**src/design/rcd_pkg.sv**
```systemverilog
// Shared constants and types for the Rice code decoder.
package rcd_pkg;

  localparam int WORD_BITS_DEF = 32;
  localparam int DATA_W        = 32;
  localparam int K_W           = 5;
  localparam int MAX_RESULTS   = 32;
  localparam int CNT_W         = $clog2(MAX_RESULTS + 1);

  typedef struct packed {
    logic              start;
    logic              valid;
    logic              data;
    logic              last;
  } scan_bit_t;

  typedef struct packed {
    logic              fire;
    logic [DATA_W-1:0] value;
    logic              sat;
  } dec_ev_t;

  typedef struct packed {
    logic [DATA_W-1:0] decoded_value;
    logic              saturated;
    logic              last_of_word;
  } result_t;

endpackage

```
**src/design/rcd_ifs.sv**
```systemverilog
// Channel interfaces for the Rice code decoder: stream words, results, configuration.
interface rcd_stream_if import rcd_pkg::*; ();
  logic              valid;
  logic              ready;
  logic [DATA_W-1:0] stream_word;

  modport source(output valid, output stream_word, input ready);
  modport sink(input valid, input stream_word, output ready);
endinterface

interface rcd_result_if import rcd_pkg::*; ();
  logic              valid;
  logic              ready;
  logic [DATA_W-1:0] decoded_value;
  logic              saturated;
  logic              last_of_word;

  modport source(output valid, output decoded_value, output saturated, output last_of_word,
                 input ready);
  modport sink(input valid, input decoded_value, input saturated, input last_of_word,
               output ready);
endinterface

interface rcd_cfg_if import rcd_pkg::*; ();
  logic           valid;
  logic           ready;
  logic [K_W-1:0] low_bit_count;

  modport source(output valid, output low_bit_count, input ready);
  modport sink(input valid, input low_bit_count, output ready);
endinterface

```
**src/design/rcd_scan.sv**
```systemverilog
// Word shift register: loads a stream word and presents its bits one per cycle while step is high, MSB first.
module rcd_scan import rcd_pkg::*; #(
  parameter int WORD_BITS = WORD_BITS_DEF
) (
  input  logic              clk,
  input  logic              rst_n,
  input  logic              in_valid,
  output logic              in_ready,
  input  logic [DATA_W-1:0] in_word,
  input  logic              hold,
  input  logic              step,
  output scan_bit_t         sb
);

  localparam int IDX_W = $clog2(WORD_BITS);

  logic                        busy_r, busy_nxt;
  logic [WORD_BITS-1:0]        sr_r, sr_nxt;
  logic [IDX_W-1:0]            idx_r, idx_nxt;
  logic [WORD_BITS+DATA_W-1:0] word_ext;
  logic                        accept;

  assign word_ext = {{WORD_BITS{1'b0}}, in_word};
  assign in_ready = !busy_r && !hold;
  assign accept   = in_valid && in_ready;

  assign sb.start = accept;
  assign sb.valid = busy_r;
  assign sb.data  = sr_r[WORD_BITS-1];
  assign sb.last  = (idx_r == '0);

  always_comb begin
    busy_nxt = busy_r;
    sr_nxt   = sr_r;
    idx_nxt  = idx_r;
    if (accept) begin
      busy_nxt = 1'b1;
      sr_nxt   = word_ext[WORD_BITS-1:0];
      idx_nxt  = IDX_W'(WORD_BITS - 1);
    end else if (step) begin
      sr_nxt  = {sr_r[WORD_BITS-2:0], 1'b0};
      idx_nxt = idx_r - 1'b1;
      if (sb.last) begin
        busy_nxt = 1'b0;
      end
    end
  end

  always_ff @(posedge clk) begin
    if (!rst_n) begin
      busy_r <= 1'b0;
      idx_r  <= '0;
    end else begin
      busy_r <= busy_nxt;
      idx_r  <= idx_nxt;
    end
    sr_r <= sr_nxt;
  end

endmodule

```
**src/design/rcd_bitdec.sv**
```systemverilog
// Bit-serial Rice decoder state: counts the unary prefix and shifts in the low bits.
module rcd_bitdec import rcd_pkg::*; (
  input  logic           clk,
  input  logic           rst_n,
  input  logic [K_W-1:0] k,
  input  scan_bit_t      sb,
  input  logic           step,
  output dec_ev_t        ev
);

  logic [DATA_W-1:0] prefix_r, prefix_nxt;
  logic              in_low_r, in_low_nxt;
  logic [K_W-1:0]    left_r, left_nxt;
  logic [DATA_W-1:0] part_r, part_nxt;
  logic              ovf_r, ovf_nxt;
  logic [DATA_W-1:0] val;
  logic              ovf_eff;
  logic              b_in;

  assign b_in = sb.data;

  always_comb begin
    prefix_nxt = prefix_r;
    in_low_nxt = in_low_r;
    left_nxt   = left_r;
    part_nxt   = part_r;
    ovf_nxt    = ovf_r;
    val        = part_r;
    ovf_eff    = ovf_r;
    ev.fire    = 1'b0;
    if (sb.valid) begin
      if (!in_low_r) begin
        if (!b_in) begin
          if (prefix_r == '1) begin
            ovf_nxt = 1'b1;
          end else begin
            prefix_nxt = prefix_r + 1'b1;
          end
        end else if (k == '0) begin
          ev.fire = 1'b1;
          val     = prefix_r;
        end else begin
          in_low_nxt = 1'b1;
          left_nxt   = k;
          part_nxt   = prefix_r;
        end
      end else if (left_r == '0) begin
        ev.fire = 1'b1;
      end else begin
        ovf_nxt  = ovf_r | part_r[DATA_W-1];
        part_nxt = {part_r[DATA_W-2:0], b_in};
        left_nxt = left_r - 1'b1;
        if (left_r == K_W'(1)) begin
          ev.fire = 1'b1;
          val     = part_nxt;
          ovf_eff = ovf_nxt;
        end
      end
    end
    if (ev.fire) begin
      prefix_nxt = '0;
      in_low_nxt = 1'b0;
      left_nxt   = '0;
      part_nxt   = '0;
      ovf_nxt    = 1'b0;
    end
    ev.value = ovf_eff ? '1 : val;
    ev.sat   = ovf_eff;
  end

  always_ff @(posedge clk) begin
    if (!rst_n) begin
      prefix_r <= '0;
      in_low_r <= 1'b0;
      left_r   <= '0;
      part_r   <= '0;
      ovf_r    <= 1'b0;
    end else if (step) begin
      prefix_r <= prefix_nxt;
      in_low_r <= in_low_nxt;
      left_r   <= left_nxt;
      part_r   <= part_nxt;
      ovf_r    <= ovf_nxt;
    end
  end

endmodule

```
**src/design/rcd_emit.sv**
```systemverilog
// Result staging: holds the newest value of a word until its successor or the word end marks it.
module rcd_emit import rcd_pkg::*; (
  input  logic      clk,
  input  logic      rst_n,
  input  scan_bit_t sb,
  input  dec_ev_t   ev,
  output logic      step,
  output logic      pend_busy,
  output logic      out_valid,
  input  logic      out_ready,
  output result_t   out_item
);

  result_t          pend_r, pend_nxt;
  logic             pend_v_r, pend_v_nxt;
  logic [CNT_W-1:0] cnt_r, cnt_nxt;
  result_t          out_r, out_nxt;
  logic             out_v_r, out_v_nxt;
  logic             out_free;
  logic             keep;
  logic             flush;

  assign out_free  = !out_v_r || out_ready;
  assign keep      = ev.fire && (cnt_r < CNT_W'(MAX_RESULTS));
  assign step      = sb.valid && !(keep && pend_v_r && !out_free);
  assign flush     = !sb.valid && pend_v_r && out_free;
  assign pend_busy = pend_v_r;
  assign out_valid = out_v_r;
  assign out_item  = out_r;

  always_comb begin
    pend_nxt   = pend_r;
    pend_v_nxt = pend_v_r;
    cnt_nxt    = cnt_r;
    out_nxt    = out_r;
    out_v_nxt  = out_v_r && !out_ready;
    if (sb.start) begin
      cnt_nxt = '0;
    end
    if (step && keep) begin
      if (pend_v_r) begin
        out_nxt   = pend_r;
        out_v_nxt = 1'b1;
      end
      pend_nxt.decoded_value = ev.value;
      pend_nxt.saturated     = ev.sat;
      pend_nxt.last_of_word  = 1'b0;
      pend_v_nxt             = 1'b1;
      cnt_nxt                = cnt_r + 1'b1;
    end
    if (flush) begin
      out_nxt              = pend_r;
      out_nxt.last_of_word = 1'b1;
      out_v_nxt            = 1'b1;
      pend_v_nxt           = 1'b0;
    end
  end

  always_ff @(posedge clk) begin
    if (!rst_n) begin
      pend_v_r <= 1'b0;
      out_v_r  <= 1'b0;
      cnt_r    <= '0;
    end else begin
      pend_v_r <= pend_v_nxt;
      out_v_r  <= out_v_nxt;
      cnt_r    <= cnt_nxt;
    end
    pend_r <= pend_nxt;
    out_r  <= out_nxt;
  end

endmodule

```
**src/design/rice_code_decoder_top.sv**
```systemverilog
// Rice code decoder top level: stream words in, decoded values out.
// Each accepted word is shifted through the decoder one bit per cycle, most significant
// bit first, unless the result channel stalls; after its bits, the word's final value, if it
// produced any, is released and carries last_of_word. A new word is taken only once its
// predecessor's bits and final value are through. Shifting is done by the word shift register
// and the bit-serial decode state behind it. Codes may cross word boundaries. Values
// that need more than 32 bits come out as all ones with saturated set. low_bit_count is
// written through the configuration channel, which is always ready; the user writes it only
// while the block is idle, which the block itself does not enforce.
module rice_code_decoder_top import rcd_pkg::*; #(
  parameter int WORD_BITS = WORD_BITS_DEF
) (
  input  logic          clk,
  input  logic          rst_n,
  rcd_stream_if.sink    in_ch,
  rcd_result_if.source  out_ch,
  rcd_cfg_if.sink       cfg_ch
);

  logic [K_W-1:0] k_r, k_nxt;
  scan_bit_t      sb;
  dec_ev_t        ev;
  logic           step;
  logic           pend_busy;
  result_t        out_item;

  assign cfg_ch.ready = 1'b1;
  assign k_nxt        = cfg_ch.valid ? cfg_ch.low_bit_count : k_r;

  always_ff @(posedge clk) begin
    if (!rst_n) begin
      k_r <= '0;
    end else begin
      k_r <= k_nxt;
    end
  end

  rcd_scan #(
    .WORD_BITS(WORD_BITS)
  ) u_scan (
    .clk     (clk),
    .rst_n   (rst_n),
    .in_valid(in_ch.valid),
    .in_ready(in_ch.ready),
    .in_word (in_ch.stream_word),
    .hold    (pend_busy),
    .step    (step),
    .sb      (sb)
  );

  rcd_bitdec u_bitdec (
    .clk  (clk),
    .rst_n(rst_n),
    .k    (k_r),
    .sb   (sb),
    .step (step),
    .ev   (ev)
  );

  rcd_emit u_emit (
    .clk      (clk),
    .rst_n    (rst_n),
    .sb       (sb),
    .ev       (ev),
    .step     (step),
    .pend_busy(pend_busy),
    .out_valid(out_ch.valid),
    .out_ready(out_ch.ready),
    .out_item (out_item)
  );

  assign out_ch.decoded_value = out_item.decoded_value;
  assign out_ch.saturated     = out_item.saturated;
  assign out_ch.last_of_word  = out_item.last_of_word;

endmodule

```
**src/flat_wrapper.sv**
```systemverilog
// flat-port wrapper written by rule: the top's interface ports become plain ports
module rice_code_decoder_top_flat import rcd_pkg::*;
#(
  parameter int WORD_BITS = WORD_BITS_DEF
)
  (clk, rst_n, in_ch_valid, in_ch_stream_word, in_ch_ready, out_ch_valid, out_ch_decoded_value, out_ch_saturated, out_ch_last_of_word, out_ch_ready, cfg_ch_valid, cfg_ch_low_bit_count, cfg_ch_ready);
  rcd_stream_if in_ch_i ();
  rcd_result_if out_ch_i ();
  rcd_cfg_if cfg_ch_i ();
  input  logic clk;
  input  logic rst_n;
  input wire logic [$bits(in_ch_i.valid)-1:0] in_ch_valid;
  input wire logic [$bits(in_ch_i.stream_word)-1:0] in_ch_stream_word;
  output wire logic [$bits(in_ch_i.ready)-1:0] in_ch_ready;
  output wire logic [$bits(out_ch_i.valid)-1:0] out_ch_valid;
  output wire logic [$bits(out_ch_i.decoded_value)-1:0] out_ch_decoded_value;
  output wire logic [$bits(out_ch_i.saturated)-1:0] out_ch_saturated;
  output wire logic [$bits(out_ch_i.last_of_word)-1:0] out_ch_last_of_word;
  input wire logic [$bits(out_ch_i.ready)-1:0] out_ch_ready;
  input wire logic [$bits(cfg_ch_i.valid)-1:0] cfg_ch_valid;
  input wire logic [$bits(cfg_ch_i.low_bit_count)-1:0] cfg_ch_low_bit_count;
  output wire logic [$bits(cfg_ch_i.ready)-1:0] cfg_ch_ready;
  assign in_ch_i.valid = in_ch_valid;
  assign in_ch_i.stream_word = in_ch_stream_word;
  assign in_ch_ready = in_ch_i.ready;
  assign out_ch_valid = out_ch_i.valid;
  assign out_ch_decoded_value = out_ch_i.decoded_value;
  assign out_ch_saturated = out_ch_i.saturated;
  assign out_ch_last_of_word = out_ch_i.last_of_word;
  assign out_ch_i.ready = out_ch_ready;
  assign cfg_ch_i.valid = cfg_ch_valid;
  assign cfg_ch_i.low_bit_count = cfg_ch_low_bit_count;
  assign cfg_ch_ready = cfg_ch_i.ready;
  rice_code_decoder_top #(.WORD_BITS(WORD_BITS)) u_core (.clk(clk), .rst_n(rst_n), .in_ch(in_ch_i), .out_ch(out_ch_i), .cfg_ch(cfg_ch_i));
endmodule
```
**config.mk**
```make
export PLATFORM = sky130hd
export DESIGN_NAME = rice_code_decoder_top_flat
export DESIGN_NICKNAME = d
export VERILOG_FILES = /design/src/design/rcd_pkg.sv /design/src/design/rcd_ifs.sv /design/src/design/rcd_scan.sv /design/src/design/rcd_bitdec.sv /design/src/design/rcd_emit.sv /design/src/design/rice_code_decoder_top.sv /design/src/flat_wrapper.sv
export SDC_FILE = /design/constraint.sdc
export NUM_CORES = 1
export LEC_CHECK = 0
export BUFFER_PORTS_ARGS = -buffer_cell sky130_fd_sc_hd__buf_2
export CAP_MARGIN = 20
export CORE_MARGIN = 2
export CORE_UTILIZATION = 45
export DETAILED_ROUTE_END_ITERATION = 10
export GPL_TIMING_DRIVEN = 1
export MAX_ROUTING_LAYER = met4
export PLACE_DENSITY = 0.72
export SKIP_CTS_REPAIR_TIMING = 1
export SYNTH_ARGS = -nofsm -noshare
export SYNTH_HDL_FRONTEND = slang
export SYNTH_SLANG_ARGS = --single-unit
```
**constraint.sdc**
```tcl
create_clock -name clk -period 2.62 [get_ports clk]
set_input_delay 0.393 -clock clk [delete_from_list [all_inputs] [get_ports clk]]
set_output_delay 0.393 -clock clk [all_outputs]
set_load 0.02 [all_outputs]
```
# Yosys cells after proc, flatten, opt, wreduce, memory -nomap -nowiden
# Cells that the tools add are included.
# op_classes
n_addsub	4
magnitude_cmp	1
eq_ne	8
n_mux	59
bitwise_logic	2
reduce_logical	36
# ops
operator	n
32-bit two-way mux	19
34-bit two-way mux	3
5-bit two-way mux	8
32-bit by 1-bit adder with 32-bit output, second input constant	1
32-bit equality test, second input constant	1
1-bit two-way mux	27
5-bit zero test	3
5-bit AND reduction	3
6-bit two-way mux	2
2-bit nonzero test	6
1-bit logical AND	10
5-bit by 1-bit subtractor with 5-bit output, second input constant	2
3-bit != test, second input constant	3
2-bit AND reduction	4
6-bit by 1-bit adder with 6-bit output, second input constant	1
1-bit zero test	6
6-bit less-than comparator, second input constant	1
2-bit != test, second input constant	3
3-bit nonzero test	2
5-bit by 1-bit equality test with 1-bit output, second input constant	1
2-bit OR reduction	1
1-bit logical OR	1
1-bit NOT	1
1-bit OR	1
# word_totals
ff_bits	189
in_bits	42
wordCells	127

# Longest topological paths before layout
# Gate-level depths: netlist of the first run.
# logic_depth
ltp_word	13
mapped_depth	9
ltp_nobuf	9

# Cells and area by module
# A second synthesis of the first run with hierarchy kept.
# unflattened
hier_cells	850
hier_area_um2	8785.9
# by_module_without_submodules
mod	n_inst	cells_per_inst	area_each_um2
rcd_bitdec	1	573	4224.1
rcd_emit	1	158	2680.1
rcd_scan	1	101	1677.9
rice_code_decoder_top	1	18	203.9

# Worst setup path after synthesis of the first run
# OpenSTA, ideal clock, no wires.
# synth_path
path_type	register to register
start	reg u_core.u_bitdec.left_r[2]
end	reg u_core.u_emit.cnt_r[2]
setup_ns	0.126
arrival_time_ns	2.549
path_slack_ns	-0.055
path_stages_with_launch	8
period_less_slack_ns	2.675
path_cell_list	dfxtp_1 -> or4b_4 -> nor2_1 -> o21ai_1 -> inv_1 -> nor2_1 -> o21ai_0 -> a21boi_0
# synth_via
elab_chain_len	12
word_cells_on_any_way	14
classes_between	eq/ne (1); mux (5); reduce/logical (8)
# synth_rtl
item	line	text
start: declaration	rcd_bitdec.sv:13	logic [K_W-1:0] left_r, left_nxt;
start signal: assignment	rcd_bitdec.sv:81	left_r <= left_nxt;
5-bit by 1-bit equality test with 1-bit output	rcd_bitdec.sv:53	if (left_r == K_W'(1)) begin
1-bit two-way mux	rcd_bitdec.sv:53	
1-bit two-way mux (*)	rcd_bitdec.sv:47	end else if (left_r == '0) begin
1-bit two-way mux (*)	rcd_bitdec.sv:32	if (!in_low_r) begin
1-bit two-way mux (*)	rcd_bitdec.sv:31	if (sb.valid) begin
1-bit logical AND (*)	rcd_emit.sv:24	assign keep = ev.fire && (cnt_r < CNT_W'(MAX_RESULTS));
1-bit logical AND (2 in series)	rcd_emit.sv:25	assign step = sb.valid && !(keep && pend_v_r && !out_free);
1-bit zero test	rcd_emit.sv:25	
1-bit logical AND	rcd_emit.sv:25	
1-bit logical AND (*)	rcd_emit.sv:40	if (step && keep) begin
6-bit two-way mux / 2-bit nonzero test (equally long branches)	-	
end signal: assignment	rcd_emit.sv:67	cnt_r <= cnt_nxt;
end: declaration	rcd_emit.sv:16	logic [CNT_W-1:0] cnt_r, cnt_nxt;
# Every way passes the cells marked *; elsewhere a longest branch is shown, timed or not.
# A chain may end at the register's enable or synchronous reset.

# Worst setup path after layout of the first run
# layout_path
start	reg u_core.u_bitdec.left_r[2]
end	reg u_core.u_emit.out_r (netlist bit u_core.u_emit.out_item[3]) (enable)
# layout_via
elab_chain_len	13
word_cells_on_any_way	14
classes_between	eq/ne (1); mux (4); reduce/logical (9)
# layout_rtl
item	line	text
5-bit by 1-bit equality test with 1-bit output	rcd_bitdec.sv:53	
1-bit two-way mux	rcd_bitdec.sv:53	
1-bit two-way mux (*)	rcd_bitdec.sv:47	
1-bit two-way mux (*)	rcd_bitdec.sv:32	
1-bit two-way mux (*)	rcd_bitdec.sv:31	
1-bit logical AND (*)	rcd_emit.sv:24	
1-bit logical AND (2 in series)	rcd_emit.sv:25	
1-bit zero test	rcd_emit.sv:25	
1-bit logical AND	rcd_emit.sv:25	
1-bit logical AND (*)	rcd_emit.sv:40	
2-bit nonzero test (no source line) (*)	-	
2-bit AND reduction (no source line) (*)	-	
end signal: assignment	rcd_emit.sv:70	out_r <= out_nxt;
end: declaration	rcd_emit.sv:17	result_t out_r, out_nxt;
# Marks and branches as above.

==> impl_metrics.json, run 1 <==
{
  "syn_to_final_growth_pct": 16.2,
  "initial_core_util_pct": 46.1,
  "firstDrtPassIters": 8,
  "yosysTopAreaCell": "edfxtp_1",
  "ios": 79,
  "grt_pass1_vias": 6333,
  "max_freq_mhz": 403,
  "crit_arrival_ns": 2.60,
  "r2r_slack_ns": 0.14,
  "die_y_um": 143,
  "rows": 50,
  "diodes": 0,
  "globalplace.congestion": 0.896,
  "synth_edf_count": 98,
  "ys_ff_latch": 189,
  "holdPathEnd": "u_core.u_scan.sr_r[22]",
  "rsz0062_at_grt": "false",
  "h-tree-depth": 4,
  "dp_slack_ns": -0.0607,
  "dr_wl_met3_um": 946,
  "setup_ws_ns": 0.136,
  "synth_fa_ha_area_share_pct": 1.01,
  "multi_input_area_um2": 3630,
  "synthArstFlopShare_pct": 0,
  "dieArea_um2": 20400,
  "portBuffers": 77,
  "relSlewSlack_pct": 62.8,
  "whs_path_depth": 3,
  "final_cells": 1234,
  "grt_antenna_before_repair": 0,
  "crit_top_cell": "a21oi_4",
  "syn_nets": 938,
  "wl_mm": 18.4,
  "syn_area_um2": 8680,
  "fillers": 1626,
  "final_cell_mix": "nand2_1, edfxtp_1, dfxtp_1",
  "r2r_cells": 6,
  "p_per_area_nw_per_um2": 720,
  "max_stage_delay_ns": 0.55,
  "tightest_slew_ns": 0.558,
  "fin_total_pwr_mw": 7.26,
  "ant_nets": 0,
  "min_period_over_period_pct": 94.8,
  "regArea_um2": 4760,
  "clockRootBuffer": "clkbuf_16",
  "hp-class": "primary input to flop",
  "yosysUniqueCellTypes": 72,
  "r2r-end": "u_core.u_emit.out_item[3]",
  "synth_xor_area_share_pct": 0.505,
  "grt_pass1_wl_mm": 31.0,
  "wl_per_cell_um": 14.9,
  "ir_drop_mv": 0.519,
  "hpwlAfterDp_mm": 12.0,
  "grt_max_degree": 68,
  "drt_iter0_drc": 512,
  "clock-sinks": 189,
  "synth_top_area_share_pct": 33.9,
  "vias_per_cell": 5.63,
  "cts_tree": "done",
  "avgSynthCellArea_um2": 9.76,
  "syn_inst": 889,
  "clock_insertion_delay_worst_skew_ns": 0.44,
  "drv_cap": 0,
  "nets": 1010,
  "cp_slowest_cell": "or4b_4",
  "placed_cells": 1201,
  "cts.path.max_buffers": 2,
  "cp-start-kind": "flop",
  "required_ns": 2.74,
  "fp.coreArea_um2": 18800,
  "path_class": "flop to flop",
  "drv_slew": 0,
  "cp_max_fo": 67,
  "ys_seq_area_share_pct": 54.9,
  "finalSetupViolCount": 0,
  "yosysWarnings": 0,
  "cp-end-kind": "flop",
  "synth_top_family_by_area": "simple AND/OR/NAND/NOR gates",
  "min_from": "in_ch_stream_word[22]",
  "wl_met2_mm": 8.42,
  "final_common_cell": "nand2_1",
  "hold_violations": 0,
  "cts_buffers": 17,
  "clk_pin_slew_ns": 0.08,
  "wl_met1_mm": 8.77,
  "grt.total_usage_pct": 19.4,
  "synth_compound_area_share_pct": 19.2,
  "drive_above_1_share_pct": 18.1,
  "synth_area_leaders": "edfxtp_1, dfxtp_1, nand2_1",
  "die_w_um": 143,
  "yosys.area_share.simple_pct": 19.8,
  "p_leak_nw": 3.83,
  "rr_startpoint": "u_core.u_bitdec.left_r[2]",
  "grt-ovfl-total": 0,
  "status": "finished, final reports clean",
  "synthMuxAreaShare_pct": 0.707,
  "fin_crit_ns": 2.48,
  "fin_skew_ns": 0.0106,
  "synthFlopType": "edfxtp_1",
  "num_vias": 6947,
  "top_layer": "met4",
  "drc": 0,
  "path_cells": "or4b_4 -> or2_4 -> a21oi_4 -> nand2b_1 -> a21oi_4 -> buf_12"
}
[metrics by stage]
stage               hold slack (ns)  util [%]  TNS [ns]  cell area [um2]
global placement              0.464      50.5         0             9510
CTS                           0.189      53.5    -0.257            10100
finish                        0.206      53.6         0            10100
detailed placement            0.467      50.5   -0.0977             9510
floorplan                     0.437         -         0             8700
global route                  0.197      53.6         0            10100
[how the worst max path moves through the flow]
stage	end	cells after the start	slack, ns	from
2_1_floorplan	u_core.u_emit.out_item[10]	6	0.02	u_core.u_bitdec.left_r[2]
3_3_place_gp	u_core.u_bitdec.prefix_r[5]	6	0.07	u_core.u_bitdec.left_r[2]
3_5_place_dp	u_core.u_bitdec.prefix_r[7]	6	-0.06	u_core.u_bitdec.left_r[2]
4_1_cts	u_core.u_bitdec.prefix_r[7]	6	-0.09	u_core.u_bitdec.left_r[2]
5_1_grt	u_core.u_emit.cnt_r[3]	10	0.01	u_core.u_bitdec.left_r[0]
6_report	u_core.u_emit.out_item[3]	6	0.14	u_core.u_bitdec.left_r[2]
[logic make-up after synthesis]
family	after synthesis
other cells	1
xor+xnor	5
mux	6
flops	189
buf+inv	82
fa+ha+maj	7
simple gates	356
compound gates	243
[power breakdown]
part	internal, mW	total (mW)	switching (mW)	leakage (nW)
Combinational	0.410	1.14	0.726	1.90
Clock	1.27	2.52	1.25	0.281
Sequential	3.46	3.60	0.142	1.65
Total	5.14	7.26	2.12	3.83
[synth_stat cells, drive strengths merged, types with 3 or more instances]
master and number:
a21boi 10, a21oi 19, a221oi 34, a31o 3, a31oi 6, a32oi 3
and2 41, and3 3, buf 11, clkbuf 54, dfxtp 91, edfxtp 98
ha 7, inv 17, mux2i 5, nand2 124, nand2b 3, nand3 19
nand4 18, nor2 89, nor2b 11, nor3 10, nor3b 3, nor4 5
o2111ai 5, o211a 5, o21a 4, o21ai 89, o22ai 32, o31ai 12
or2 4, or3 12, or4 8, xnor2 3
[worst max-delay path, delay by kind of cell (launching register included)]
kind / cells / cell delay (ns)
AND/OR/NAND/NOR: 3 / 1.00
AO/OA/AOI/OAI: 2 / 0.48
flip-flops: 1 / 0.36
buffers and inverters: 1 / 0.25
[per-layer routing]
metal  vias up  GRT usage, %
met5         -             -
met4         0          6.20
met3        22          4.06
met2       214          29.7
met1      3283          26.1
li1       3428             -
[sequential cells by signal (all words and copies together) (netlist names)]
name and flops:
u_core.u_bitdec.ovf_r 1, u_core.u_bitdec.prefix_r 32, u_core.u_scan.sr_r 32, u_core.u_emit.cnt_r 6, u_core.u_scan.idx_r 5, u_core.u_bitdec.part_r 32, u_core.u_emit.out_item 34, u_core.u_bitdec.in_low_r 1
u_core.k_r 5, u_core.u_bitdec.left_r 5, u_core.u_scan.busy_r 1, u_core.u_emit.pend_busy 1, u_core.u_emit.pend_r 33, u_core.u_emit.out_valid 1
[final cells by class]
class | count | share of cell area (%)
flip-flops and latches | 189 | 47.2
multi-input cells | 618 | 36.0
repair buffers | 118 | 7.25
clock buffers | 17 | 4.22
well taps | 260 | 3.23
clock inverters | 15 | 1.40
inverters | 17 | 0.670
Power figures use the tool's default switching activity.
==> run 2: changes to the inputs <==
--- a/config.mk
+++ b/config.mk
@@ -5,6 +5,7 @@
 export SDC_FILE = /design/constraint.sdc
 export NUM_CORES = 1
 export LEC_CHECK = 0
+export ABC_AREA = 1
 export BUFFER_PORTS_ARGS = -buffer_cell sky130_fd_sc_hd__buf_2
 export CAP_MARGIN = 20
 export CORE_MARGIN = 2
@@ -12,7 +13,7 @@
 export DETAILED_ROUTE_END_ITERATION = 10
 export GPL_TIMING_DRIVEN = 1
 export MAX_ROUTING_LAYER = met4
-export PLACE_DENSITY = 0.72
+export PLACE_DENSITY = 0.71
 export SKIP_CTS_REPAIR_TIMING = 1
 export SYNTH_ARGS = -nofsm -noshare
 export SYNTH_HDL_FRONTEND = slang
==> run 2 against run 1 <==
Against the previous run:
- synthesized cell count grew 40%
- largest power group unchanged
- final cell count grew 28%
- via count grew 22%
- sequential power shrank 3%
- power shrank 1.6%
- combinational power shrank 11%
- first-iteration DRC count grew 99%
==> impl_metrics.json, run 2 <==
{
  "fillers": 1974,
  "dieArea_um2": 23100,
  "syn_nets": 1290,
  "hpwlAfterDp_mm": 15.3,
  "hp-class": "primary input to flop",
  "clock_insertion_delay_worst_skew_ns": 0.44,
  "required_ns": 2.93,
  "rsz0062_at_grt": "false",
  "combPwrFrac_pct": 14.3,
  "initial_core_util_pct": 45.5,
  "p_per_area_nw_per_um2": 642,
  "ir_drop_mv": 0.381,
  "path_class": "flop to flop",
  "h-tree-depth": 4,
  "drv_cap": 0,
  "rows": 54,
  "wl_mm": 23.4,
  "fp.coreArea_um2": 21700,
  "grt_antenna_before_repair": 0,
  "power_switching_mw": 2.04,
  "fin_skew_ns": 0.0120,
  "synth_compound_area_share_pct": 10.1,
  "synth_most_common_cell": "nand2_1",
  "vias_per_cell": 5.36,
  "p_leak_nw": 4.54,
  "cp-start-kind": "flop",
  "finalSetupViolCount": 0,
  "synthArstFlopShare_pct": 0,
  "hold_violations": 0,
  "tightest_slew_ns": 0.997,
  "fin_setup_tns_ns": 0,
  "synth_top_family_by_area": "simple AND/OR/NAND/NOR gates",
  "synthFlopType": "edfxtp_1",
  "avgSynthCellArea_um2": 7.95,
  "portBuffers": 77,
  "drv_slew": 0,
  "cts_tree": "done",
  "syn_to_final_growth_pct": 12.7,
  "switching_share_pct": 28.6,
  "path_cells": "inv_1 -> ha_1 -> nand3_1 -> nand3_1 -> nand2_2 -> inv_2 -> nand4_4 -> buf_4 -> nand3_4 -> nand2_2 -> a21oi_2",
  "final_common_cell": "nand2_1",
  "yosysUniqueCellTypes": 39,
  "relSlewSlack_pct": 33.5,
  "synthMuxAreaShare_pct": 3.54,
  "drive_above_1_share_pct": 16.2,
  "drc": 0,
  "cp_slowest_cell": "dfxtp_1",
  "ys_ff_latch": 189,
  "synth_top_area_share_pct": 29.8,
  "grt.total_usage_pct": 20.6,
  "clock-sinks": 189,
  "largest_reg_flops": 34,
  "final_cell_mix": "nand2_1, nor2_1, inv_1",
  "drt_iter0_drc": 1018,
  "seqPwrFrac_pct": 48.9,
  "clk_pin_slew_ns": 0.07,
  "pwr-share-clk_pct": 36.8,
  "diodes": 0,
  "grt_pass1_wl_mm": 38.5,
  "num_vias": 8485,
  "crit_arrival_ns": 2.68,
  "cts_buffers": 17,
  "grt-ovfl-total": 0,
  "ios": 79,
  "syn_area_um2": 9870,
  "synth_xor_area_share_pct": 1.07,
  "yosys.area_share.simple_pct": 27.7,
  "ant_nets": 0,
  "clockRootBuffer": "clkbuf_16",
  "p_int_mw": 5.10,
  "synth_fa_ha_area_share_pct": 0.888,
  "yosysTopAreaCell": "edfxtp_1",
  "synth_edf_count": 98,
  "cp-end-kind": "flop",
  "status": "finished, final reports clean",
  "cts.path.max_buffers": 2,
  "firstDrtPassIters": 5,
  "fin_total_pwr_mw": 7.14,
  "wl_per_cell_um": 14.8,
  "die_w_um": 152,
  "synthTopCellsByCount": "nand2_1, nor2_1, inv_1",
  "die_y_um": 152,
  "synth_area_leaders": "edfxtp_1, dfxtp_1, nand2_1",
  "cp_max_fo": 31,
  "grt_pass1_vias": 7857,
  "syn_inst": 1241,
  "fin_crit_ns": 2.38,
  "globalplace.congestion": 0.995,
  "max_freq_mhz": 420,
  "grt_max_degree": 73,
  "min_period_over_period_pct": 90.8,
  "nets": 1340,
  "max_stage_delay_ns": 0.40,
  "yosysWarnings": 0,
  "ys_seq_area_share_pct": 48.3
}
-- run 2: changes by cell type after synthesis, moves of 41 or more --
cell and change:
nor2_1 +82, nand2_1 +190, and2_1 -41, a21oi_1 +52, nand3_1 +52, inv_1 +113
-- run 2: logic make-up after synthesis --
kind of cell             after synthesis
multiplexers                          31
AND/OR/NAND/NOR                      634
adder cells (fa/ha/maj)                7
XOR/XNOR                              12
flip-flops                           189
buffers and inverters                202
other                                  1
AO/OA/AOI/OAI                        165
-- run 2: routing by layer --
| layer | global-route usage, % | wire length (um) |
|---|---|---|
| met3 | 3.08 | 1500 |
| met1 | 27.4 | 10400 |
| met2 | 32.7 | 11100 |
| met5 | - | 0 |
| met4 | 6.05 | 456 |
-- run 2: worst max-delay path: cells and delay by family (launching register included) --
kind                     cells  cell delay (ns)
buffers and inverters        3             0.55
flip-flops                   1             0.40
AND/OR/NAND/NOR              6             0.99
AO/OA/AOI/OAI                1             0.06
adder cells (fa/ha/maj)      1             0.21
-- run 2: final cells by class --
class	count	area (um2)	share of cell area, %
clock inverter	14	176	1.59
sequential	189	4770	42.9
inverter	133	499	4.49
multi-input combinational	851	4290	38.6
clock buffer	18	429	3.86
tap	280	350	3.15
timing repair buffer	99	608	5.47
-- run 2: power by group through the flow --
| stage | Clock (mW) | Sequential [mW] | Combinational [mW] |
|---|---|---|---|
| floorplan | 0 | 3.52 | 0.776 |
| finish | 2.63 | 3.49 | 1.02 |
| global route | 2.79 | 3.51 | 1.15 |
| CTS | 2.67 | 3.49 | 0.995 |
| global placement | 0 | 3.55 | 0.961 |
| detailed placement | 0 | 3.55 | 0.986 |
-- run 2: final timing paths --
check	from	to	slack, ns	depth (start not counted)
max reg2reg	u_core.u_bitdec.left_r[0]	u_core.u_bitdec.prefix_r[19]	0.24	11
min	cfg_ch_low_bit_count[4]	u_core.k_r[4]	0.18	3
max	u_core.u_bitdec.left_r[0]	u_core.u_bitdec.prefix_r[19]	0.24	11
min reg2reg	u_core.u_emit.out_item[0]	u_core.u_emit.out_item[0]	0.46	2
-- run 2: metrics by stage --
| step | util (%) | area [um2] | cells | hold slack (ns) | setup slack, ns |
|---|---|---|---|---|---|
| finish | 51.3 | 11100 | 1584 | 0.181 | 0.242 |
| global route | 51.3 | 11100 | 1584 | 0.184 | 0.0568 |
| CTS | 51.1 | 11100 | 1582 | 0.178 | 0.152 |
| detailed placement | 48.3 | 10500 | 1550 | 0.438 | 0.192 |
| global placement | 48.3 | 10500 | 1550 | 0.432 | 0.289 |
| floorplan | - | 9870 | 1241 | 0.431 | 0.185 |
==> run 3: changes to the inputs <==
--- a/config.mk
+++ b/config.mk
@@ -13,7 +13,7 @@
 export DETAILED_ROUTE_END_ITERATION = 10
 export GPL_TIMING_DRIVEN = 1
 export MAX_ROUTING_LAYER = met4
-export PLACE_DENSITY = 0.71
+export PLACE_DENSITY = 0.69
 export SKIP_CTS_REPAIR_TIMING = 1
 export SYNTH_ARGS = -nofsm -noshare
 export SYNTH_HDL_FRONTEND = slang
==> constraint.sdc (replaced) <==
create_clock -name clk -period 2.8 [get_ports clk]
set_input_delay 0.42 -clock clk [delete_from_list [all_inputs] [get_ports clk]]
set_output_delay 0.42 -clock clk [all_outputs]
set_load 0.02 [all_outputs]
==> run 3 against run 2 <==
Against the previous run:
- final cell count down 0.38%
- largest power group unchanged
- critical path depth unchanged
- register-to-register slack improved by 0.098 ns
- critical path type unchanged
- wire length down 3.3%
- critical endpoint is now u_core.u_bitdec.prefix_r[28]
==> impl_metrics.json, run 3 (synthesis gave the netlist of run 2 again) <==
{
  "p_leak_nw": 4.50,
  "dpl_cell_area_um2": 10400,
  "fp.coreArea_um2": 21700,
  "combPwrFrac_pct": 13.9,
  "rows": 54,
  "setup_ws_ns": 0.339,
  "nets": 1334,
  "whs_ns": 0.199,
  "cp_max_fo": 36,
  "power_switching_mw": 1.90,
  "fillers": 2019,
  "rr_startpoint": "u_core.u_bitdec.left_r[0]",
  "hold_violations": 0,
  "ir_drop_mv": 0.403,
  "p_int_mw": 4.76,
  "relSlewSlack_pct": 34.4,
  "grt_pass1_wl_mm": 37.5,
  "drc": 0,
  "path_class": "flop to flop",
  "dieArea_um2": 23100,
  "largest_reg_flops": 34,
  "hpwlAfterDp_mm": 15.0,
  "fin_skew_ns": 0.00863,
  "globalplace.congestion": 0.870,
  "grt-ovfl-total": 0,
  "grt_max_degree": 73,
  "cts_buffers": 17,
  "required_ns": 3.13,
  "rsz0062_at_grt": "false",
  "max_freq_mhz": 406,
  "wl_mm": 22.6,
  "die_w_um": 152,
  "die_y_um": 152,
  "cts.path.max_buffers": 2,
  "placed_cells": 1546,
  "final_cell_area_um2": 11000,
  "seqPwrFrac_pct": 49.1,
  "h-tree-depth": 4,
  "fin_crit_ns": 2.46,
  "finalSetupViolCount": 0,
  "drv_slew": 0,
  "min_period_over_period_pct": 87.9,
  "diodes": 0,
  "cp-end-kind": "flop",
  "initial_core_util_pct": 45.5,
  "cp-start-kind": "flop",
  "grt_antenna_before_repair": 0,
  "num_vias": 8266,
  "crit_arrival_ns": 2.79,
  "drt_iter0_drc": 832,
  "p_per_area_nw_per_um2": 604,
  "clock_insertion_delay_worst_skew_ns": 0.44,
  "drv_cap": 0,
  "min_from": "cfg_ch_low_bit_count[4]",
  "drive_above_1_share_pct": 15.8,
  "final_cell_mix": "nand2_1, nor2_1, inv_1",
  "vias_per_cell": 5.24,
  "portBuffers": 77,
  "status": "finished, final reports clean",
  "ios": 79,
  "utilization_pct": 50.9,
  "ant_nets": 0,
  "fin_setup_tns_ns": 0,
  "cts_tree": "done",
  "syn_to_final_growth_pct": 11.8,
  "fin_total_pwr_mw": 6.66,
  "final_common_cell": "nand2_1",
  "clockRootBuffer": "clkbuf_16",
  "crit_start": "u_core.u_bitdec.left_r[0]",
  "grt.total_usage_pct": 20.0,
  "wl_per_cell_um": 14.3,
  "tightest_slew_ns": 0.982,
  "clk_pin_slew_ns": 0.07,
  "pwr-share-clk_pct": 37.0,
  "hp-class": "primary input to flop",
  "switching_share_pct": 28.5,
  "grt_pass1_vias": 7597,
  "firstDrtPassIters": 5,
  "clock-sinks": 189,
  "final_cells": 1578,
  "dp_slack_ns": 0.377
}
[run 3: cell count changes in the layout (fill, tap and decap cells not counted), sizes merged]
cell	previous run	this run
nand3	75	74
clkinv	8	4
inv	138	141
clkinvlp	0	1
buf	99	94
[run 3: per-layer routing]
layer / share of wire [%] / routed length (um) / track usage [%]
met1: 46 / 10500 / 27.4
met2: 47 / 10700 / 31.5
met3: 5.6 / 1270 / 3.14
met4: 0.92 / 207 / 4.49
met5: 0 / 0 / -
[run 3: path summary, 6_finish.rpt]
kind	to	cells past startpoint	slack (ns)
setup / recovery	u_core.u_bitdec.prefix_r[28]	11	0.34
hold / removal	u_core.k_r[4]	3	0.20
setup reg to reg	u_core.u_bitdec.prefix_r[28]	11	0.34
hold reg to reg	u_core.u_emit.out_item[0]	2	0.46
[run 3: worst max-delay path: stages (launching register included)]
cell and delay, ns:
dfxtp_1 0.39, inv_1 0.10, ha_1 0.20, nand3_1 0.11, nand3_1 0.10, nand2_2 0.11, inv_2 0.07, nand4_4 0.09
buf_4 0.35, nand3_4 0.47, a21oi_1 0.28, nor2_1 0.05
[run 3: power by group through the flow]
stage | Sequential, mW | Clock [mW] | Combinational, mW
final | 3.27 | 2.47 | 0.925
after floorplan | 3.29 | 0 | 0.726
after detailed placement | 3.33 | 0 | 0.916
after global placement | 3.32 | 0 | 0.896
after CTS | 3.26 | 2.51 | 0.925
after global routing | 3.29 | 2.61 | 1.05
[run 3: layout make-up]
cell class	count	area [um2]	area share, %
Clock inverter	14	170	1.54
Clock buffer	18	429	3.89
Multi-Input combinational cell	850	4280	38.8
Sequential cell	189	4770	43.2
Timing Repair Buffer	94	538	4.88
Inverter	133	499	4.53
Tap cell	280	350	3.18
